--- src/design/crl_pkg.sv ---
// ----------------------------------------------------------------------------
// crl_pkg
// Shared widths, request and result codes, controller states and the
// command and status bundles of the compacting record list.
// ----------------------------------------------------------------------------
package crl_pkg;

  // default depth of the record store
  localparam int CAPACITY_DEF = 512;

  // field widths
  localparam int FUNC_W    = 2;
  localparam int CODE_W    = 31;
  localparam int PAY_W     = 24;
  localparam int COUNT_W   = 10;
  localparam int TOTAL_W   = 33;
  localparam int MEAN_W    = 24;
  localparam int DIV_CNT_W = $clog2(TOTAL_W);

  // request codes; any other code is a report
  localparam logic [FUNC_W-1:0] FN_APPEND = 2'd0;
  localparam logic [FUNC_W-1:0] FN_DELETE = 2'd1;

  // result status codes
  typedef enum logic [1:0] {
    ST_OK      = 2'd0,
    ST_FULL    = 2'd1,
    ST_MISSING = 2'd2,
    ST_EMPTY   = 2'd3
  } status_t;

  // controller states
  typedef enum logic [2:0] {
    S_IDLE,
    S_DECODE,
    S_SRCH_RD,
    S_SRCH_CMP,
    S_SH_RD,
    S_SH_WR,
    S_DIV_LOAD,
    S_DIV_RUN
  } state_t;

  // one stored record
  typedef struct packed {
    logic [CODE_W-1:0] key;
    logic [PAY_W-1:0]  pay;
  } rec_t;

  // controller to datapath
  typedef struct packed {
    logic    load_req;
    logic    app_write;
    logic    pos_clr;
    logic    rd_srch;
    logic    rd_shift;
    logic    match_sub;
    logic    shift_write;
    logic    pos_inc;
    logic    dec_count;
    logic    status_set;
    status_t status_code;
    logic    div_start;
    logic    result_load;
  } cmd_t;

  // datapath to controller
  typedef struct packed {
    logic [FUNC_W-1:0] func;
    logic              full;
    logic              empty;
    logic              key_match;
    logic              pos_last;
    logic              pos_next_last;
    logic              div_done;
  } sts_t;

endpackage

--- src/design/crl_ctrl.sv ---
// ----------------------------------------------------------------------------
// crl_ctrl
// Controller: decodes a request, for a delete steps the search and the shift
// through the record memory, then runs the divider and strobes the result.
// ----------------------------------------------------------------------------
module crl_ctrl (
  input  logic          clk,
  input  logic          rst_n,
  input  logic          start,
  input  crl_pkg::sts_t sts,
  output crl_pkg::cmd_t cmd,
  output logic          busy
);

  crl_pkg::state_t state_r, state_nxt;

  // state register
  always_ff @(posedge clk) begin
    if (!rst_n) begin
      state_r <= crl_pkg::S_IDLE;
    end else begin
      state_r <= state_nxt;
    end
  end

  // next state and commands
  always_comb begin
    state_nxt       = state_r;
    cmd             = '0;
    cmd.status_code = crl_pkg::ST_OK;
    unique case (state_r)
      crl_pkg::S_IDLE: begin
        if (start) begin
          cmd.load_req = 1'b1;
          state_nxt    = crl_pkg::S_DECODE;
        end
      end
      crl_pkg::S_DECODE: begin
        cmd.status_set = 1'b1;
        priority if (sts.func == crl_pkg::FN_APPEND) begin
          if (sts.full) begin
            cmd.status_code = crl_pkg::ST_FULL;
          end else begin
            cmd.app_write   = 1'b1;
          end
          state_nxt = crl_pkg::S_DIV_LOAD;
        end else if (sts.func == crl_pkg::FN_DELETE) begin
          if (sts.empty) begin
            cmd.status_code = crl_pkg::ST_MISSING;
            state_nxt       = crl_pkg::S_DIV_LOAD;
          end else begin
            cmd.status_set  = 1'b0;
            cmd.pos_clr     = 1'b1;
            state_nxt       = crl_pkg::S_SRCH_RD;
          end
        end else begin
          cmd.status_code = sts.empty ? crl_pkg::ST_EMPTY : crl_pkg::ST_OK;
          state_nxt       = crl_pkg::S_DIV_LOAD;
        end
      end
      crl_pkg::S_SRCH_RD: begin
        cmd.rd_srch = 1'b1;
        state_nxt   = crl_pkg::S_SRCH_CMP;
      end
      crl_pkg::S_SRCH_CMP: begin
        if (sts.key_match) begin
          cmd.match_sub = 1'b1;
          if (sts.pos_last) begin
            cmd.dec_count  = 1'b1;
            cmd.status_set = 1'b1;
            state_nxt      = crl_pkg::S_DIV_LOAD;
          end else begin
            state_nxt      = crl_pkg::S_SH_RD;
          end
        end else begin
          cmd.pos_inc = 1'b1;
          if (sts.pos_last) begin
            cmd.status_set  = 1'b1;
            cmd.status_code = crl_pkg::ST_MISSING;
            state_nxt       = crl_pkg::S_DIV_LOAD;
          end else begin
            state_nxt       = crl_pkg::S_SRCH_RD;
          end
        end
      end
      crl_pkg::S_SH_RD: begin
        cmd.rd_shift = 1'b1;
        state_nxt    = crl_pkg::S_SH_WR;
      end
      crl_pkg::S_SH_WR: begin
        cmd.shift_write = 1'b1;
        if (sts.pos_next_last) begin
          cmd.dec_count  = 1'b1;
          cmd.status_set = 1'b1;
          state_nxt      = crl_pkg::S_DIV_LOAD;
        end else begin
          state_nxt      = crl_pkg::S_SH_RD;
        end
      end
      crl_pkg::S_DIV_LOAD: begin
        cmd.div_start = 1'b1;
        state_nxt     = crl_pkg::S_DIV_RUN;
      end
      crl_pkg::S_DIV_RUN: begin
        if (sts.div_done) begin
          cmd.result_load = 1'b1;
          state_nxt       = crl_pkg::S_IDLE;
        end
      end
      default: begin
        state_nxt = crl_pkg::S_IDLE;
      end
    endcase
  end

  assign busy = (state_r != crl_pkg::S_IDLE);

  // every shift write follows its read
  a_shift_order: assert property (@(posedge clk) disable iff (!rst_n)
    (state_r == crl_pkg::S_SH_WR) |-> ($past(state_r) == crl_pkg::S_SH_RD))
    else $error("shift write without preceding read");

  // the result strobe returns the controller to idle
  a_done_to_idle: assert property (@(posedge clk) disable iff (!rst_n)
    (state_r == crl_pkg::S_DIV_RUN && sts.div_done) |=> (state_r == crl_pkg::S_IDLE))
    else $error("controller did not return to idle after result");

endmodule

--- config.mk ---
export PLATFORM = sky130hd
export DESIGN_NAME = crl_ctrl
export DESIGN_NICKNAME = d
export VERILOG_FILES = /design/src/design/crl_pkg.sv /design/src/design/crl_ctrl.sv
export SDC_FILE = /design/constraint.sdc
export NUM_CORES = 1
export LEC_CHECK = 0
export ABC_AREA = 1
export BUFFER_PORTS_ARGS = -buffer_cell sky130_fd_sc_hd__buf_2
export CAP_MARGIN = 10
export CORE_AREA = 3 3 40 42
export DETAILED_ROUTE_END_ITERATION = 10
export DIE_AREA = 0 0 43 45
export HOLD_SLACK_MARGIN = 0.02
export SYNTH_ARGS = -nofsm -noshare
export SYNTH_HDL_FRONTEND = slang
export SYNTH_SLANG_ARGS = --single-unit
--- constraint.sdc ---
create_clock -name clk -period 1 [get_ports clk]
set_clock_uncertainty 0.1 [all_clocks]
set_input_delay 0.05 -clock clk [delete_from_list [all_inputs] [get_ports clk]]
set_output_delay 0.05 -clock clk [all_outputs]
set_load 0.005 [all_outputs]
# Word level (Yosys, flattened, before mapping)
# Cells that the tools add are included.
dict set report word_totals {
  regBits 3
  input_bits 11
  out_inout_bits 15
  elab_cells 60
}
dict set report classes {
  eq_ne 10
  muxes 45
  n_reduce_logical 4
}
# operator n
set ops {}
lappend ops {{2-to-1 mux 3 bit} 8}
lappend ops {{one-hot mux 3 bit (8 select lines)} 1}
lappend ops {{2-to-1 mux 1 bit} 23}
lappend ops {{2-to-1 mux 2 bit} 10}
lappend ops {{equality test 3 bit, second input constant} 4}
lappend ops {{equality test 3 x 2 -> 1 bit, second input constant} 2}
lappend ops {{!= test 2 bit, second input constant} 2}
lappend ops {{one-hot mux 2 bit (2 select lines)} 1}
lappend ops {{equality test 3 x 1 -> 1 bit, second input constant} 1}
lappend ops {{logical NOT 3 bit} 1}
lappend ops {{one-hot mux 1 bit (3 select lines)} 1}
lappend ops {{nonzero test 3 bit} 1}
lappend ops {{equality test 2 x 1 -> 1 bit, second input constant} 1}
lappend ops {{logical NOT 2 bit} 1}
lappend ops {{one-hot mux 1 bit (2 select lines)} 1}
lappend ops {{AND reduction 2 bit} 1}

# Depth between registers and ports, before layout
dict set report depth {
  word_depth 4
  depth_mapped 7
  ltp_nobuf 7
}

# Worst setup path before layout
# Ideal clock, no wire load.
dict set report synth_timing {
  path_kind {register to register}
  from {register state_r[2]}
  to {register state_r[2]}
  setup_ns 0.109
  t_arrival_ns 0.850
  required_time_ns 0.791
  setup_slack_ns -0.058
  path_stages_with_launch 8
  synth_period_minus_slack_ns 1.058
  path_cell_list {dfxtp_1 -> inv_2 -> nand2_2 -> nor2_4 -> nand2_4 -> nand4_2 -> nand2_1 -> inv_1}
}
dict set report synth_via {
  elab_chain_cells 3
  word_cells_on_any_way 12
}
# item line_no
set synth_rtl {}
lappend synth_rtl {{start, declared} crl_ctrl.sv:15} ;# crl_pkg::state_t state_r, state_nxt;
lappend synth_rtl {{start signal, assigned} crl_ctrl.sv:20} ;# state_r <= crl_pkg::S_IDLE;
lappend synth_rtl {{start signal, assigned} crl_ctrl.sv:22} ;# state_r <= state_nxt;
lappend synth_rtl {{equality test 3 bit or logical NOT 3 bit (tied branches)} crl_ctrl.sv:31} ;# unique case (state_r)
lappend synth_rtl {{!= test 2 bit (no line)} n/a}
lappend synth_rtl {{AND reduction 2 bit (no line)} n/a}
# Parallel ways exist; a longest one is shown, timed or not.
# A chain may end at the register's enable or synchronous reset.

==> impl_metrics.env <==
export IMPL_run_status="finished with violations"
export IMPL_violations_in_the_final_reports="setup timing"
export IMPL_synth_area_leaders="dfxtp_1, nand2_1, nor2_1"
export IMPL_pwr_share_clk=0.215
export IMPL_netlist_area_before_placement_um2=397
export IMPL_postSynthNetCount=74
export IMPL_io_buffers=25
export IMPL_crit_buf_inv=3
export IMPL_cts_tree="done"
export IMPL_worst_r2r_setup_slack_ps=-180
export IMPL_grt_overflow=0
export IMPL_tritoncts_num_sinks=3
export IMPL_floorplan_die_height_um=45
export IMPL_crit_path_cell_trace="buf_4 -> buf_6 -> nand3_2 -> nor2_1 -> buf_2"
export IMPL_antennaDiodeCount=0
export IMPL_powerDensity_nw_per_um2=1310
export IMPL_finalHoldWorstSlack_ps=52.3
export IMPL_globalplace_congestion=0.786
export IMPL_power_report_internal_total_mw=0.623
export IMPL_dr_first_iter_drc_count=2
export IMPL_row_count=13
export IMPL_synth_async_reset_ratio=0
export IMPL_critical_path_top_delay_family="flip-flops"
export IMPL_hold_violations=0
export IMPL_biggest_area_consumer_among_synthesized_cells="dfxtp_1"
export IMPL_grt_usage=0.123
export IMPL_wl_mm=1.40
export IMPL_share_seq_of_total_power=0.195
export IMPL_slowest_cell_on_the_critical_path="dfxtp_4"
export IMPL_num_vias=577
export IMPL_critical_path_startpoint="state_r[0]"
export IMPL_setup_slack_ps=-319
export IMPL_place_area_um2=597
export IMPL_final_max_slew_viol_count=0
export IMPL_routed_wire_length_per_instance_um=11.5
export IMPL_combinationalPowerShare=0.590
export IMPL_drtPass1Iterations=4
export IMPL_p_sw_frac=0.410
export IMPL_area_growth_synth_to_final_pct=103
export IMPL_edff_count_synth=0
export IMPL_average_cell_area_after_synthesis_um2=6.30
export IMPL_design_core_area_um2=1280
export IMPL_dominantRegCellSynth="dfxtp_1"
export IMPL_grt_start_max_net_pins=6
export IMPL_finish_instance_area_um2=805
export IMPL_setup_viol=18
export IMPL_vias_in_the_first_global_route=496
export IMPL_drc_violation_count_after_routing=0
export IMPL_synth_ff_latch_count=3
export IMPL_register_area_share_after_synthesis=0.151
export IMPL_clock_tree_buffer_depth=2
export IMPL_critPathMaxStageDelay_ps=390
export IMPL_fillCellCount=107
export IMPL_largest_register_ff_count=3
export IMPL_effective_utilization_at_floorplan=0.309
export IMPL_rsz0062_at_grt="yes"
export IMPL_dpl_hpwl_um=900
export IMPL_drv_max_cap_violation_count=0
export IMPL_post_drt_via_cell_ratio=4.73
export IMPL_period_needed_ps=1320
export IMPL_final_period_utilization=1.32
export IMPL_design_portCount=26
export IMPL_top_regs="state_r: 3 flops"
export IMPL_cts_made_buffers=3
export IMPL_p_switching_mw=0.433
export IMPL_cp_num_cells=5
export IMPL_h_tree_depth=1
export IMPL_crit_path_end_kind="primary output"
export IMPL_register_containing_the_most_flip_flops_in_the_final_layout="state_r"
export IMPL_dieArea_um2=1940
export IMPL_timing_critical_path_from_type="flop"
export IMPL_clock_tree_root_cell="clkbuf_4"
export IMPL_worstHoldStart="sts[0]"
export IMPL_clk_pin_slew_worst_paths_ps=50
export IMPL_dieWidth_um=43
export IMPL_layout_drive_gt1_share=0.710
export IMPL_antenna_found_initial=0
export IMPL_power_leakage_nw=0.442
export IMPL_timing_critical_path_to="cmd[0]"
export IMPL_yosysWarnings=0
export IMPL_timing_critical_path_arrival_ps=1170
export IMPL_synthDominantCellAreaShare=0.151
export IMPL_setup_worst_path_class="flop to primary output"
export IMPL_reg2reg_to="state_r[1]"
export IMPL_worst_endpoint_required_ps=850
export IMPL_slew_headroom=0.890
export IMPL_synthDistinctLibCells=20
export IMPL_grt_first_pass_wirelength_mm=1.84
export IMPL_clock_fmax_mhz=758
export IMPL_timing_worst_slew_pin_value_ps=164
export IMPL_worst_path_fanout_max=5
export IMPL_finish_net_count=119
export IMPL_postSynthCellCount=63
export IMPL_number_of_cell_instances_on_the_worst_register_to_register_path=7
export IMPL_post_synth_most_frequent_cells="nand2_1, nor2_1, inv_1"
export IMPL_vdd_ir_drop_max_v=0.00101
export IMPL_ant_nets=0
export IMPL_insertion_delay_of_the_later_clocked_pin_in_the_worst_skew_pair_ps=240
export IMPL_timing_hold_worst_class="primary input to flop"
export IMPL_timing_rr_start="state_r[1]"
[cells in the final DEF (no fill, tap or decap), types with 2 or more instances in the layout]
cell	n
nand2_4	4
dfxtp_4	3
nand3_1	2
nor3_4	2
buf_4	7
nand3_2	2
nor3_2	2
o21ai_2	2
buf_6	7
nand2_2	5
inv_1	8
buf_2	25
clkbuf_4	3
nor2_1	9
nor2_2	3
dlygate4sd3_1	2
inv_2	3
nor2_4	2
nand2_1	8
[how the worst min path moves through the flow]
stage	depth (start not counted)	slack (ps)	endpoint
2_1_floorplan	1	20	cmd[12]
3_3_place_gp	3	160	state_r[2]
3_5_place_dp	3	150	state_r[2]
4_1_cts	4	40	state_r[0]
5_1_grt	4	60	state_r[0]
6_report	4	50	state_r[0]
[kinds of logic after synthesis]
family,synth area share
compound gates,0.101
buf+inv,0.170
flops,0.151
simple gates,0.577
[layer usage]
layer | wire length (µm) | GRT usage | vias to the layer above
met1 | 513 | 0.133 | 258
met2 | 746 | 0.237 | 28
met3 | 119 | 0.0438 | 4
met5 | 0 | 0 | -
met4 | 21 | 0.0181 | 0
li1 | - | - | 287
[power by group through the flow]
| stage | registers (mW) | logic, mW | clock network (mW) |
|---|---|---|---|
| after floorplan | 0.167 | 0.268 | 0 |
| after global placement | 0.185 | 0.433 | 0 |
| after detailed placement | 0.186 | 0.439 | 0 |
| after CTS | 0.194 | 0.513 | 0.224 |
| after global routing | 0.208 | 0.680 | 0.242 |
| final | 0.206 | 0.623 | 0.227 |
[layout make-up]
cell class | count | area (µm²) | share of cell area
Timing Repair Buffer | 42 | 297 | 0.369
Clock buffer | 4 | 26.3 | 0.0327
Tap cell | 15 | 18.8 | 0.0233
Sequential cell | 3 | 71.3 | 0.0886
Inverter | 12 | 50.0 | 0.0622
Multi-Input combinational cell | 46 | 342 | 0.425
[metrics by stage]
| step | setup WS, ps | util | total power [mW] | setup TNS (ps) | std cells |
|---|---|---|---|---|---|
| after floorplan | 0.620 | - | 0.436 | 0 | 63 |
| after global placement | -157 | 0.464 | 0.618 | -1610 | 109 |
| after detailed placement | -163 | 0.464 | 0.624 | -1770 | 109 |
| after CTS | -322 | 0.558 | 0.930 | -4100 | 118 |
| after global routing | -384 | 0.626 | 1.13 | -5610 | 122 |
| final | -319 | 0.626 | 1.06 | -4620 | 122 |
[tightest hold or removal path, delay by kind of cell]
kind / cells / cell delay, ps
compound gates: 1 / 60
buf+inv: 2 / 140
simple gates: 1 / 90
[what timing repair did]
item / CTS / global route
setup buffers: 3 / 4
endpoints found under the hold margin: 3 / 0
setup endpoints to repair: 18 / 18
resized for setup: 17 / 15
hold buffers: 2 / 0
pin swaps: 4 / 13
Power figures use the tool's default switching activity.
